--- src/sv/rcm_pkg.sv ---
// ----------------------------------------------------------------------------
// rcm_pkg
// Shared sample types, field widths and defaults for the running median block.
// ----------------------------------------------------------------------------
package rcm_pkg;

  localparam int TEMP_W = 15;
  localparam int HUM_W  = 14;
  localparam int SOIL_W = 12;

  localparam int WINDOW_LENGTH_DEF = 11;

  typedef logic signed [TEMP_W-1:0] temp_t;
  typedef logic        [HUM_W-1:0]  hum_t;
  typedef logic        [SOIL_W-1:0] soil_t;

endpackage

--- src/sv/rcm_if.sv ---
// ----------------------------------------------------------------------------
// rcm_in_if / rcm_out_if
// Valid/ready channels for sample sets and median results.
// ----------------------------------------------------------------------------
interface rcm_in_if;
  import rcm_pkg::*;

  logic  valid;
  logic  ready;
  temp_t temperature_sample;
  hum_t  humidity_sample;
  soil_t soil_sample;

  modport source (output valid, output temperature_sample, output humidity_sample,
                  output soil_sample, input ready);
  modport sink   (input valid, input temperature_sample, input humidity_sample,
                  input soil_sample, output ready);
endinterface

interface rcm_out_if;
  import rcm_pkg::*;

  logic  valid;
  logic  ready;
  temp_t temperature_median;
  hum_t  humidity_median;
  soil_t soil_median;

  modport source (output valid, output temperature_median, output humidity_median,
                  output soil_median, input ready);
  modport sink   (input valid, input temperature_median, input humidity_median,
                  input soil_median, output ready);
endinterface

--- src/sv/rcm_ctrl.sv ---
// ----------------------------------------------------------------------------
// rcm_ctrl
// Sequencer: stores the ring position, then walks every candidate entry
// against every stored entry so the lanes can rank each candidate.
// ----------------------------------------------------------------------------
module rcm_ctrl #(
  parameter int WINDOW_LENGTH = 11,
  parameter int AW = (WINDOW_LENGTH > 1) ? $clog2(WINDOW_LENGTH) : 1,
  parameter int CW = $clog2(WINDOW_LENGTH + 1)
) (
  input  logic clk,
  input  logic rst_n,
  input  logic in_valid,
  output logic in_ready,
  input  logic out_free,
  output logic out_load,
  output logic [2*AW+CW+3:0] lane_ctrl
);
  import rcm_pkg::*;

  typedef struct packed {
    logic          we;
    logic [AW-1:0] waddr;
    logic [AW-1:0] raddr;
    logic          ld;
    logic          cmp;
    logic          last;
    logic [CW-1:0] k;
  } lane_ctrl_t;

  localparam logic [1:0] S_IDLE  = 2'd0;
  localparam logic [1:0] S_SCAN  = 2'd1;
  localparam logic [1:0] S_DRAIN = 2'd2;
  localparam logic [1:0] S_DONE  = 2'd3;

  localparam logic [CW-1:0] WIN_CNT = CW'(WINDOW_LENGTH);

  logic [1:0]    state_r, state_nxt;
  logic [AW-1:0] pos_r, pos_nxt;
  logic          full_r, full_nxt;
  logic [CW-1:0] count_r, count_nxt;
  logic [AW-1:0] i_r, i_nxt;
  logic [AW-1:0] j_r, j_nxt;
  logic          cand_phase_r, cand_phase_nxt;

  logic [CW-1:0] pos_inc;
  logic [CW-1:0] last_idx;
  logic          accept;
  lane_ctrl_t    ctl;

  assign in_ready = (state_r == S_IDLE);
  assign accept   = in_valid && in_ready;
  assign pos_inc  = CW'(pos_r) + CW'(1);
  assign last_idx = count_r - CW'(1);
  assign out_load = (state_r == S_DONE) && out_free;
  assign lane_ctrl = ctl;

  always_comb begin
    state_nxt      = state_r;
    pos_nxt        = pos_r;
    full_nxt       = full_r;
    count_nxt      = count_r;
    i_nxt          = i_r;
    j_nxt          = j_r;
    cand_phase_nxt = cand_phase_r;
    ctl.we         = accept;
    ctl.waddr      = pos_r;
    ctl.raddr      = j_r;
    ctl.ld         = 1'b0;
    ctl.cmp        = 1'b0;
    ctl.last       = 1'b0;
    ctl.k          = count_r >> 1;
    unique case (state_r)
      S_IDLE: begin
        if (accept) begin
          // advance and wrap the ring position; first wrap fills the window
          if (pos_inc == WIN_CNT) begin
            pos_nxt   = '0;
            full_nxt  = 1'b1;
            count_nxt = WIN_CNT;
          end else begin
            pos_nxt   = pos_inc[AW-1:0];
            count_nxt = full_r ? WIN_CNT : pos_inc;
          end
          i_nxt          = '0;
          j_nxt          = '0;
          cand_phase_nxt = 1'b1;
          state_nxt      = S_SCAN;
        end
      end
      S_SCAN: begin
        if (cand_phase_r) begin
          ctl.raddr      = i_r;
          ctl.ld         = 1'b1;
          cand_phase_nxt = 1'b0;
          j_nxt          = '0;
        end else begin
          ctl.raddr = j_r;
          ctl.cmp   = 1'b1;
          if (CW'(j_r) == last_idx) begin
            ctl.last       = 1'b1;
            j_nxt          = '0;
            cand_phase_nxt = 1'b1;
            if (CW'(i_r) == last_idx) begin
              state_nxt = S_DRAIN;
            end else begin
              i_nxt = i_r + AW'(1);
            end
          end else begin
            j_nxt = j_r + AW'(1);
          end
        end
      end
      S_DRAIN: begin
        // let the final compare settle in the lanes
        state_nxt = S_DONE;
      end
      S_DONE: begin
        if (out_free) begin
          state_nxt = S_IDLE;
        end
      end
      default: begin
        state_nxt = S_IDLE;
      end
    endcase
  end

  always_ff @(posedge clk) begin
    if (!rst_n) begin
      state_r      <= S_IDLE;
      pos_r        <= '0;
      full_r       <= 1'b0;
      count_r      <= '0;
      i_r          <= '0;
      j_r          <= '0;
      cand_phase_r <= 1'b0;
    end else begin
      state_r      <= state_nxt;
      pos_r        <= pos_nxt;
      full_r       <= full_nxt;
      count_r      <= count_nxt;
      i_r          <= i_nxt;
      j_r          <= j_nxt;
      cand_phase_r <= cand_phase_nxt;
    end
  end

endmodule

--- src/sv/rcm_lane.sv ---
// ----------------------------------------------------------------------------
// rcm_lane
// One channel: sample window memory and a rank counter. A candidate whose
// count of smaller entries is at most k and whose count of smaller-or-equal
// entries exceeds k is the k-th smallest value.
// ----------------------------------------------------------------------------
module rcm_lane #(
  parameter int   WINDOW_LENGTH = 11,
  parameter int   DATA_W        = 12,
  parameter logic SIGNED_CMP    = 1'b0,
  parameter int   AW = (WINDOW_LENGTH > 1) ? $clog2(WINDOW_LENGTH) : 1,
  parameter int   CW = $clog2(WINDOW_LENGTH + 1)
) (
  input  logic              clk,
  input  logic              rst_n,
  input  logic [2*AW+CW+3:0] lane_ctrl,
  input  logic [DATA_W-1:0] wdata,
  output logic [DATA_W-1:0] median
);
  import rcm_pkg::*;

  typedef struct packed {
    logic          we;
    logic [AW-1:0] waddr;
    logic [AW-1:0] raddr;
    logic          ld;
    logic          cmp;
    logic          last;
    logic [CW-1:0] k;
  } lane_ctrl_t;

  // flipping the sign bit turns a two's complement compare into an unsigned one
  localparam logic [DATA_W-1:0] FLIP = {SIGNED_CMP, {(DATA_W-1){1'b0}}};

  lane_ctrl_t        ctl;
  logic [DATA_W-1:0] mem [WINDOW_LENGTH];
  logic [DATA_W-1:0] rd_data_r;
  logic              ld_d_r, cmp_d_r, last_d_r;
  logic [DATA_W-1:0] cand_r;
  logic [CW-1:0]     less_r, le_r;
  logic [DATA_W-1:0] med_r;

  logic              lt, eq;
  logic [CW-1:0]     less_sum, le_sum;

  assign ctl    = lane_ctrl;
  assign median = med_r;

  always_ff @(posedge clk) begin
    if (ctl.we) begin
      mem[ctl.waddr] <= wdata;
    end
    rd_data_r <= mem[ctl.raddr];
  end

  always_ff @(posedge clk) begin
    if (!rst_n) begin
      ld_d_r   <= 1'b0;
      cmp_d_r  <= 1'b0;
      last_d_r <= 1'b0;
    end else begin
      ld_d_r   <= ctl.ld;
      cmp_d_r  <= ctl.cmp;
      last_d_r <= ctl.last;
    end
  end

  assign lt       = (rd_data_r ^ FLIP) < (cand_r ^ FLIP);
  assign eq       = (rd_data_r == cand_r);
  assign less_sum = less_r + CW'(lt);
  assign le_sum   = le_r + CW'(lt || eq);

  always_ff @(posedge clk) begin
    if (ld_d_r) begin
      cand_r <= rd_data_r;
      less_r <= '0;
      le_r   <= '0;
    end else if (cmp_d_r) begin
      less_r <= less_sum;
      le_r   <= le_sum;
      if (last_d_r && (less_sum <= ctl.k) && (le_sum > ctl.k)) begin
        med_r <= cand_r;
      end
    end
  end

endmodule

--- src/sv/three_channel_running_median_top.sv ---
// ----------------------------------------------------------------------------
// three_channel_running_median_top
// Running median filter over ring windows of temperature, humidity and soil
// samples with a shared ring position, one lane per channel.
//
// Usage: in_ch carries one sample set per request (valid/ready, accepted when
// both are high). Each request is written to the ring at the current position,
// the position advances and wraps, and the window counts as full after the
// first wrap. out_ch returns one result per request: the median of each
// channel over the full window, or over the entries written so far, taking
// the upper middle value for an even count.
// Scan: with n stored entries, each of the n candidates is loaded and then
// compared against all n entries through one read port per lane, followed by
// a drain state and the output load.
// in_ch.ready is high only when idle, so a new request is not accepted until
// the previous result has been loaded into the output register.
// A finished result sits in the output register; if the receiver stalls, the
// next request is still accepted and scanned, and it waits at the end of its
// scan until the register is free.
// Reset (rst_n low, synchronous) empties the window and drops any pending
// result; stored samples are not cleared.
// ----------------------------------------------------------------------------
module three_channel_running_median_top #(
  parameter int WINDOW_LENGTH = rcm_pkg::WINDOW_LENGTH_DEF
) (
  input  logic      clk,
  input  logic      rst_n,
  rcm_in_if.sink    in_ch,
  rcm_out_if.source out_ch
);
  import rcm_pkg::*;

  localparam int AW = (WINDOW_LENGTH > 1) ? $clog2(WINDOW_LENGTH) : 1;
  localparam int CW = $clog2(WINDOW_LENGTH + 1);

  typedef struct packed {
    logic          we;
    logic [AW-1:0] waddr;
    logic [AW-1:0] raddr;
    logic          ld;
    logic          cmp;
    logic          last;
    logic [CW-1:0] k;
  } lane_ctrl_t;

  lane_ctrl_t        lane_ctrl;
  logic              out_free;
  logic              out_load;
  logic [TEMP_W-1:0] temp_med;
  logic [HUM_W-1:0]  hum_med;
  logic [SOIL_W-1:0] soil_med;

  logic  out_valid_r;
  temp_t temp_med_r;
  hum_t  hum_med_r;
  soil_t soil_med_r;

  assign out_free = !out_valid_r || out_ch.ready;

  rcm_ctrl #(
    .WINDOW_LENGTH (WINDOW_LENGTH),
    .AW            (AW),
    .CW            (CW)
  ) u_ctrl (
    .clk       (clk),
    .rst_n     (rst_n),
    .in_valid  (in_ch.valid),
    .in_ready  (in_ch.ready),
    .out_free  (out_free),
    .out_load  (out_load),
    .lane_ctrl (lane_ctrl)
  );

  rcm_lane #(
    .WINDOW_LENGTH (WINDOW_LENGTH),
    .DATA_W        (TEMP_W),
    .SIGNED_CMP    (1'b1),
    .AW            (AW),
    .CW            (CW)
  ) u_lane_temp (
    .clk       (clk),
    .rst_n     (rst_n),
    .lane_ctrl (lane_ctrl),
    .wdata     (unsigned'(in_ch.temperature_sample)),
    .median    (temp_med)
  );

  rcm_lane #(
    .WINDOW_LENGTH (WINDOW_LENGTH),
    .DATA_W        (HUM_W),
    .SIGNED_CMP    (1'b0),
    .AW            (AW),
    .CW            (CW)
  ) u_lane_hum (
    .clk       (clk),
    .rst_n     (rst_n),
    .lane_ctrl (lane_ctrl),
    .wdata     (in_ch.humidity_sample),
    .median    (hum_med)
  );

  rcm_lane #(
    .WINDOW_LENGTH (WINDOW_LENGTH),
    .DATA_W        (SOIL_W),
    .SIGNED_CMP    (1'b0),
    .AW            (AW),
    .CW            (CW)
  ) u_lane_soil (
    .clk       (clk),
    .rst_n     (rst_n),
    .lane_ctrl (lane_ctrl),
    .wdata     (in_ch.soil_sample),
    .median    (soil_med)
  );

  // merge the three lane medians into one result register
  always_ff @(posedge clk) begin
    if (!rst_n) begin
      out_valid_r <= 1'b0;
    end else if (out_load) begin
      out_valid_r <= 1'b1;
    end else if (out_ch.ready) begin
      out_valid_r <= 1'b0;
    end
  end

  always_ff @(posedge clk) begin
    if (out_load) begin
      temp_med_r <= signed'(temp_med);
      hum_med_r  <= hum_med;
      soil_med_r <= soil_med;
    end
  end

  assign out_ch.valid              = out_valid_r;
  assign out_ch.temperature_median = temp_med_r;
  assign out_ch.humidity_median    = hum_med_r;
  assign out_ch.soil_median        = soil_med_r;

endmodule
--- src/flat_wrapper.sv ---
// flat-port wrapper written by rule: the top's interface ports become plain ports
module three_channel_running_median_top_flat import rcm_pkg::*;
#(
  parameter int WINDOW_LENGTH = rcm_pkg::WINDOW_LENGTH_DEF
)
  (clk, rst_n, in_ch_valid, in_ch_temperature_sample, in_ch_humidity_sample, in_ch_soil_sample, in_ch_ready, out_ch_valid, out_ch_temperature_median, out_ch_humidity_median, out_ch_soil_median, out_ch_ready);
  rcm_in_if in_ch_i ();
  rcm_out_if out_ch_i ();
  input  logic clk;
  input  logic rst_n;
  input wire logic [$bits(in_ch_i.valid)-1:0] in_ch_valid;
  input wire logic [$bits(in_ch_i.temperature_sample)-1:0] in_ch_temperature_sample;
  input wire logic [$bits(in_ch_i.humidity_sample)-1:0] in_ch_humidity_sample;
  input wire logic [$bits(in_ch_i.soil_sample)-1:0] in_ch_soil_sample;
  output wire logic [$bits(in_ch_i.ready)-1:0] in_ch_ready;
  output wire logic [$bits(out_ch_i.valid)-1:0] out_ch_valid;
  output wire logic [$bits(out_ch_i.temperature_median)-1:0] out_ch_temperature_median;
  output wire logic [$bits(out_ch_i.humidity_median)-1:0] out_ch_humidity_median;
  output wire logic [$bits(out_ch_i.soil_median)-1:0] out_ch_soil_median;
  input wire logic [$bits(out_ch_i.ready)-1:0] out_ch_ready;
  assign in_ch_i.valid = in_ch_valid;
  assign in_ch_i.temperature_sample = in_ch_temperature_sample;
  assign in_ch_i.humidity_sample = in_ch_humidity_sample;
  assign in_ch_i.soil_sample = in_ch_soil_sample;
  assign in_ch_ready = in_ch_i.ready;
  assign out_ch_valid = out_ch_i.valid;
  assign out_ch_temperature_median = out_ch_i.temperature_median;
  assign out_ch_humidity_median = out_ch_i.humidity_median;
  assign out_ch_soil_median = out_ch_i.soil_median;
  assign out_ch_i.ready = out_ch_ready;
  three_channel_running_median_top #(.WINDOW_LENGTH(WINDOW_LENGTH)) u_core (.clk(clk), .rst_n(rst_n), .in_ch(in_ch_i), .out_ch(out_ch_i));
endmodule
--- config.mk ---
export PLATFORM = sky130hd
export DESIGN_NAME = three_channel_running_median_top_flat
export DESIGN_NICKNAME = d
export VERILOG_FILES = /design/src/sv/rcm_pkg.sv /design/src/sv/rcm_if.sv /design/src/sv/rcm_ctrl.sv /design/src/sv/rcm_lane.sv /design/src/sv/three_channel_running_median_top.sv /design/src/flat_wrapper.sv
export SDC_FILE = /design/constraint.sdc
export NUM_CORES = 1
export LEC_CHECK = 0
export ABC_CLOCK_PERIOD_IN_PS = 5500
export BUFFER_PORTS_ARGS = -buffer_cell sky130_fd_sc_hd__buf_2
export CORE_MARGIN = 10
export CORE_UTILIZATION = 56
export CTS_CLUSTER_DIAMETER = 60
export DETAILED_ROUTE_END_ITERATION = 12
export GPL_TIMING_DRIVEN = 0
export PLACE_DENSITY = 0.8
export SKIP_LAST_GASP = 1
export SYNTH_ARGS = -nofsm -noshare
export SYNTH_HDL_FRONTEND = slang
export SYNTH_SLANG_ARGS = --single-unit
export TNS_END_PERCENT = 50
--- constraint.sdc ---
create_clock -name clk -period 5.5 [get_ports clk]
set_input_delay 1.1 -clock clk [delete_from_list [all_inputs] [get_ports clk]]
set_output_delay 1.1 -clock clk [all_outputs]
set_load 0.1 [all_outputs]
== Yosys cells after proc, flatten, opt, wreduce, memory -nomap -nowiden ==
Memory sizes are Yosys's and may differ from the RTL's. A register that Yosys moved wholly into a read port is not among the register bits.
Cells that the tools add are included.
Cells by class
  $add $sub $neg: 10
  order comparisons: 9
  eq/ne operators: 15
  muxes and demuxes: 29
  bitwise operators: 5
  reductions and logical operators: 26
Operator list (count)
  $mux W4: 10
  $add A4 B1 Y4: 6
  $pmux W4 S2: 2
  $eq A15 B15 Y1: 1
  $lt A15 B15 Y1: 1
  $eq A14 B14 Y1: 1
  $lt A14 B14 Y1: 1
  $add A4 B1 Y4 const B: 3
  $eq A12 B12 Y1: 1
  $gt A4 B3 Y1: 3
  $le A4 B3 Y1: 3
  $lt A12 B12 Y1: 1
  $mux W2: 6
  $reduce_and A3 Y1: 4
  $ne A2 B2 Y1 const B: 5
  $reduce_and A5 Y1: 2
  $eq A4 B4 Y1: 2
  $logic_and A1 B1 Y1: 8
  $mux W1: 8
  $pmux W2 S4: 1
  $mux W7: 1
  $reduce_and A2 Y1: 3
  $not A1 Y1: 5
  $eq A2 B2 Y1 const B: 2
  10 further kinds: 14
Storage, ports and cells
  bits in registers: 171
  memory bits (writable): 451
  bits of input ports: 45
  output and inout bits: 43
  word-level logic and storage cells: 123
  memories kept: 3
Memories
  u_core.u_lane_temp.mem: depth 11, bits a word 15, rd ports 1, clocked after Yosys merged registers in 1, write ports 1, line rcm_lane.sv:36  | logic [DATA_W-1:0] mem [WINDOW_LENGTH];
  u_core.u_lane_hum.mem: depth 11, bits a word 14, rd ports 1, clocked after Yosys merged registers in 1, write ports 1, line rcm_lane.sv:36
  u_core.u_lane_soil.mem: depth 11, bits a word 12, rd ports 1, clocked after Yosys merged registers in 1, write ports 1, line rcm_lane.sv:36

== Logic depth before layout (Yosys ltp) ==
  depth after elaboration: 7
  mapped depth: 15
  mapped depth without buffers: 15

== Hierarchy ==
Synthesis repeated with hierarchy kept, for this count alone.
Second synthesis, totals
  cells, all modules: 1379
  area total of the unflattened synthesis: 26280.2 um2
By module, submodules not included
  rcm_lane at u_core.u_lane_temp: times used 1, cells each 421, area an instance 8568.2 um2, sequential area each 6376.1 um2
  rcm_lane at u_core.u_lane_hum: times used 1, cells each 402, area an instance 8097.8 um2, sequential area each 5965.7 um2
  rcm_lane at u_core.u_lane_soil: times used 1, cells each 353, area an instance 7005.5 um2, sequential area each 5144.9 um2
  rcm_ctrl: times used 1, cells each 158, area an instance 1328.8 um2, sequential area each 400.4 um2
  three_channel_running_median_top: times used 1, cells each 45, area an instance 1280.0 um2, sequential area each 1251.2 um2

== Worst setup path before layout ==
OpenSTA, ideal clock, no wires.
  path type: register to register
  start point: register u_core.u_lane_temp.cand_r[14]
  end point: register u_core.u_lane_temp.med_r[0] (netlist: u_core.u_lane_temp.median[0]), enable pin
  setup time: 0.470 ns
  arrival time: 5.021 ns
  data required time: 5.030 ns
  setup slack: 0.009 ns
  stages on the path, launching flop included: 15
  path buffers: 0
  period minus slack after synthesis: 5.491 ns
  cell sequence: edfxtp_1 > ha_1 > nand3_1 > nor3_1 > nand2_1 > o211ai_1 > a41oi_1 > a31o_2 > ha_1 > ha_1 > ha_1 > nor2b_1 > o21a_1 > o21ai_0 > a2111oi_0
Between the ends
  longest elaborated chain between the ends: 7
  elaborated cells between the ends (all ways): 11
  classes of those cells: add/sub: 2; order compare: 3; eq/ne: 1; bitwise: 1; reduce/logical: 4
Ends and longest elaborated chain
  from (decl): line rcm_lane.sv:39  | logic [DATA_W-1:0] cand_r;
  from (signal assigned): line rcm_lane.sv:75  | cand_r <= rd_data_r;
  $not A1 Y1 (no source line)
  $lt A15 B15 Y1: line rcm_lane.sv:68  | assign lt = (rd_data_r ^ FLIP) < (cand_r ^ FLIP);
  $logic_or A1 B1 Y1 (*): line rcm_lane.sv:71  | assign le_sum = le_r + CW'(lt || eq);
  $add A4 B1 Y4 (*): line rcm_lane.sv:71
  named net u_core.u_lane_temp.le_sum[1]: line rcm_lane.sv:44  | logic [CW-1:0] less_sum, le_sum;
  $gt A4 B3 Y1 (*): line rcm_lane.sv:81  | if (last_d_r && (less_sum <= ctl.k) && (le_sum > ctl.k)) begin
  $logic_and A1 B1 Y1 (*): line rcm_lane.sv:81
  $reduce_and A3 Y1 (no source line) (*)
  to (signal assigned): line rcm_lane.sv:82  | med_r <= cand_r;
  to (decl): line rcm_lane.sv:41  | logic [DATA_W-1:0] med_r;
Mark *: on every way through the listed nets, which the timed path passes. The rest lies on a longest branch.
A chain may end at the register's enable or synchronous reset.

== Worst setup path after layout ==
  start point: register u_core.u_lane_hum.cand_r[13]
  end point: register u_core.u_lane_hum.med_r[10] (netlist: u_core.u_lane_hum.median[10]), enable pin
Between the ends
  longest elaborated chain between the ends: 6
  elaborated cells between the ends (all ways): 10
  classes of those cells: add/sub: 2; order compare: 3; eq/ne: 1; reduce/logical: 4
Ends and longest elaborated chain (line)
  from (decl): rcm_lane.sv:39
  from (signal assigned): rcm_lane.sv:75
  $lt A14 B14 Y1 or $eq A14 B14 Y1 (tied branches): rcm_lane.sv:68, rcm_lane.sv:69
  $logic_or A1 B1 Y1 (*): rcm_lane.sv:71
  $add A4 B1 Y4 (*): rcm_lane.sv:71
  named net u_core.u_lane_hum.le_sum[1]: rcm_lane.sv:44
  $gt A4 B3 Y1 (*): rcm_lane.sv:81
  $logic_and A1 B1 Y1 (*): rcm_lane.sv:81
  $reduce_and A3 Y1 (no source line) (*)
  to (signal assigned): rcm_lane.sv:82
  to (decl): rcm_lane.sv:41
Marks and branches as above.

==> flow_results.xml <==
<?xml version="1.0" encoding="UTF-8"?>
<metrics>
  <group name="run_status">
    <metric name="outcome" unit="">completed</metric>
  </group>
  <group name="critical_path">
    <metric name="crit_top_cell" unit="">sky130_fd_sc_hd__ha_1</metric>
    <metric name="crit_type" unit="">reg2reg</metric>
    <metric name="critPathCaptureType" unit="">flop</metric>
    <metric name="cp.buffers_inverters" unit="">2</metric>
    <metric name="arrival" unit="ps">4650</metric>
    <metric name="crit_path_max_fanout" unit="">9</metric>
    <metric name="crit_family" unit="">compound AO/OA/AOI/OAI gates</metric>
    <metric name="slowest_stage" unit="">sky130_fd_sc_hd__a2111oi_2</metric>
    <metric name="cp-start-kind" unit="">flop</metric>
    <metric name="cell_by_cell_trace_of_the_critical_path" unit="">inv_1, ha_1, nand3_1, or3_1, o21a_1, or2_2, ha_1, ha_1, ha_1, nor2b_1, o21a_1, o21ai_0, a2111oi_2, buf_4</metric>
    <metric name="critical_path_required" unit="ps">5830</metric>
    <metric name="worst_path_largest_cell_delay" unit="ps">760</metric>
  </group>
  <group name="timing">
    <metric name="layout_min_cycle_time" unit="ps">4320</metric>
    <metric name="rsz0062_at_grt" unit="">no</metric>
    <metric name="timing.final.crit_share" unit="">0.785</metric>
    <metric name="maxClockFrequency" unit="GHz">0.232</metric>
    <metric name="hold_viol" unit="">0</metric>
    <metric name="worst_clock_skew" unit="ps">7.27</metric>
    <metric name="whs" unit="ps">418</metric>
    <metric name="maxSlewViolCount" unit="">0</metric>
    <metric name="slew_headroom" unit="">0.323</metric>
    <metric name="worstMarginPinSlew" unit="ps">988</metric>
    <metric name="timing.final.setup_violations" unit="">0</metric>
  </group>
  <group name="flow_run">
    <metric name="max_cap_viol_count" unit="">0</metric>
  </group>
  <group name="cts">
    <metric name="cts-buffers-inserted" unit="">61</metric>
    <metric name="ctsRootBufferMaster" unit="">sky130_fd_sc_hd__clkbuf_16</metric>
    <metric name="postCtsResizedCells" unit="">0</metric>
    <metric name="htree_levels" unit="">2</metric>
    <metric name="clkSlewWorstSetupHoldPaths" unit="ps">60</metric>
    <metric name="number_of_buffers_added_for_setup_after_cts" unit="">0</metric>
    <metric name="cts_buffer_depth" unit="">3</metric>
    <metric name="cts_tree" unit="">done</metric>
    <metric name="clk-insertion-delay-late" unit="ps">620</metric>
    <metric name="cts-hold-fix-buffers" unit="">0</metric>
    <metric name="numClockSinks" unit="">663</metric>
  </group>
  <group name="cells_and_area">
    <metric name="stdcell_area" unit="mm^2">0.0292</metric>
    <metric name="layout_cells_sized_above_1" unit="">0.197</metric>
    <metric name="fin_cells" unit="">2274</metric>
    <metric name="n_fill_cell" unit="">2996</metric>
    <metric name="layout.nets" unit="">1744</metric>
    <metric name="area_delta_synth_final" unit="%">13.9</metric>
  </group>
  <group name="placed_design">
    <metric name="post-place-cells" unit="">2153</metric>
    <metric name="placement_stage_cell_area" unit="mm^2">0.0271</metric>
    <metric name="gp_congestion" unit="">0.846</metric>
    <metric name="port_buf_inserts" unit="">87</metric>
    <metric name="half_perimeter_wire_length_after_placement" unit="um">33600</metric>
  </group>
  <group name="floorplanning">
    <metric name="chipHeight" unit="um">234</metric>
    <metric name="floorplan.rows" unit="">78</metric>
    <metric name="floorplan.io_pins" unit="">88</metric>
    <metric name="floorplan.initialDensity" unit="">0.566</metric>
    <metric name="floorplan.die_area" unit="mm^2">0.0547</metric>
    <metric name="die-width" unit="um">234</metric>
    <metric name="floorplan.core_area" unit="mm^2">0.0453</metric>
  </group>
  <group name="logic_synthesis">
    <metric name="synth_largest_type_area_fraction" unit="">0.673</metric>
    <metric name="yosysUniqueCellTypes" unit="">55</metric>
    <metric name="synth.top_cells.by_area" unit="">sky130_fd_sc_hd__edfxtp_1 67%, sky130_fd_sc_hd__mux4_2 7.2%, sky130_fd_sc_hd__dfxtp_1 7.0%</metric>
    <metric name="yosysTopAreaCell" unit="">sky130_fd_sc_hd__edfxtp_1</metric>
    <metric name="synth-seq-area-share" unit="">0.742</metric>
    <metric name="synth_ff_type" unit="">sky130_fd_sc_hd__edfxtp_1</metric>
    <metric name="synth_edf_count" unit="">574</metric>
    <metric name="async_set_or_reset_register_ratio_after_synthesis" unit="">0</metric>
    <metric name="mappedNetlistArea" unit="mm^2">0.0256</metric>
    <metric name="synth_nets" unit="">1577</metric>
    <metric name="synth-seq-cells" unit="">663</metric>
    <metric name="number_of_instances_in_the_synthesized_netlist" unit="">1449</metric>
    <metric name="synth_area_per_cell" unit="um^2">17.7</metric>
    <metric name="yosysWarningCount" unit="">0</metric>
  </group>
  <group name="pwr">
    <metric name="static-leakage-power" unit="uW">0.0105</metric>
    <metric name="pwr_density_cell" unit="mW/mm^2">444</metric>
    <metric name="irDropWorstVdd" unit="V">0.000255</metric>
  </group>
  <group name="route">
    <metric name="drt-wirelength-per-cell" unit="um">23.0</metric>
    <metric name="vias_per_cell" unit="">5.89</metric>
    <metric name="detailed_route_drc_error_count" unit="">0</metric>
    <metric name="finalWirelength" unit="um">52300</metric>
    <metric name="antenna_violating_nets_post_route" unit="">0</metric>
    <metric name="via_count" unit="">13400</metric>
    <metric name="drt_first_iter_violations" unit="">1428</metric>
    <metric name="drtPass1Iterations" unit="">5</metric>
  </group>
  <group name="grt">
    <metric name="maximum_number_of_pins_on_one_net_before_global_route_repair" unit="">33</metric>
    <metric name="antenna_violations_before_repair" unit="">4</metric>
    <metric name="grt_remaining_overflow" unit="">0</metric>
    <metric name="grt_pass1_wl" unit="um">80300</metric>
    <metric name="grt.total_usage" unit="">0.194</metric>
    <metric name="vias_in_the_first_global_route" unit="">13600</metric>
  </group>
  <group name="worst_hold_path">
    <metric name="worst_hold_path_type" unit="">reg2reg</metric>
  </group>
</metrics>
==> layout make-up <==
type	count	area, um^2	share of cell area
clock inverter	38	403	0.0138
clock buffer	78	1630	0.0559
timing repair buffer	104	721	0.0247
multi-input combinational	663	6080	0.208
sequential	663	19000	0.652
tap	600	751	0.0257
buffer	59	329	0.0113
antenna	5	12.5	0.000429
inverter	64	240	0.00823
==> synth_stat cells (10+ instances only) <==
library cell	number
sky130_fd_sc_hd__edfxtp_1	574
sky130_fd_sc_hd__dfxtp_1	89
sky130_fd_sc_hd__ha_1	83
sky130_fd_sc_hd__mux4_2	82
sky130_fd_sc_hd__nand2_1	71
sky130_fd_sc_hd__inv_1	64
sky130_fd_sc_hd__mux2i_1	58
sky130_fd_sc_hd__o21ai_1	54
sky130_fd_sc_hd__nor2_1	46
sky130_fd_sc_hd__o21ai_0	44
sky130_fd_sc_hd__a22oi_1	42
sky130_fd_sc_hd__clkbuf_1	28
sky130_fd_sc_hd__xor2_1	26
sky130_fd_sc_hd__nand3_1	22
sky130_fd_sc_hd__a21oi_1	19
sky130_fd_sc_hd__and2_1	13
sky130_fd_sc_hd__buf_2	13
sky130_fd_sc_hd__a21o_1	10
==> worst reg2reg max path: cells and delay by family (launching register included) <==
family                     cells  cell delay (ps)
AOI/OAI and AO/OA              4             1170
adders and majority gates      4             1110
and+or+nand+nor                4              990
buffers and inverters          2              380
DFF                            1              370
==> sequential cells by signal, indices dropped and copies added (netlist names), 12 cells and up <==
signal / flops
u_core.u_lane_soil.cand_r: 12
u_core.u_lane_hum.rd_data_r: 14
u_core.u_lane_soil.mem: 132
u_core.out_ch.humidity_median: 14
u_core.u_lane_soil.median: 12
u_core.u_lane_soil.rd_data_r: 12
u_core.out_ch.temperature_median: 15
u_core.u_lane_hum.median: 14
u_core.u_lane_temp.mem: 165
u_core.out_ch.soil_median: 12
u_core.u_lane_temp.median: 15
u_core.u_lane_hum.mem: 154
u_core.u_lane_temp.cand_r: 15
u_core.u_lane_hum.cand_r: 14
u_core.u_lane_temp.rd_data_r: 15
==> routing by layer <==
layer | routed length (um) | global-route usage | vias up
met5 | 0 | 0 | -
met2 | 26100 | 0.320 | 556
li1 | - | - | 5990
met4 | 1250 | 0.0611 | 0
met3 | 4070 | 0.0404 | 86
met1 | 20900 | 0.255 | 6762
==> where the power goes <==
part	switching (uW)	total, uW	internal [uW]
clock network	1800	4250	2440
logic	1470	2530	1060
registers	243	6170	5930
==> final timing paths <==
path / to / start / cells after the start / slack (ps)
min reg2reg: u_core.out_ch.temperature_median[2] / u_core.u_lane_temp.median[2] / 0 / 420
max reg2reg: u_core.u_lane_hum.median[10] / u_core.u_lane_hum.cand_r[13] / 14 / 1180
min: u_core.out_ch.temperature_median[2] / u_core.u_lane_temp.median[2] / 0 / 420
max: u_core.u_lane_hum.median[10] / u_core.u_lane_hum.cand_r[13] / 14 / 1180
==> through the flow <==
step                      setup TNS (ps)  power, uW   util  setup WS [ps]
after floorplan                        0       8060      -           8.59
after global placement            -42130       8590  0.592          -1310
after detailed placement               0       8770  0.599           1190
after CTS                              0      13000  0.644           1140
after global routing                   0      13500  0.644            895
final                                  0      12900  0.645           1180
==> kinds of logic after synthesis <==
family / share of synthesized area
xor gates and xnor gates: 0.0138
muxes: 0.0956
adders and majority gates: 0.0405
and+or+nand+nor: 0.0362
buffers and inverters: 0.0222
AOI/OAI and AO/OA: 0.0496
DFF: 0.742
==> placed cells by master (no fill, tap or decap), types with 46 or more instances in the layout <==
master                      instances
sky130_fd_sc_hd__inv_1             64
sky130_fd_sc_hd__nand2_1           71
sky130_fd_sc_hd__dfxtp_1           88
sky130_fd_sc_hd__edfxtp_1         574
sky130_fd_sc_hd__mux2i_1           58
sky130_fd_sc_hd__clkbuf_16         63
sky130_fd_sc_hd__ha_1              83
sky130_fd_sc_hd__mux4_2            82
sky130_fd_sc_hd__o21ai_1           54
sky130_fd_sc_hd__buf_2            102
sky130_fd_sc_hd__nor2_1            46
Note: power is estimated with default switching activity, not from simulation.
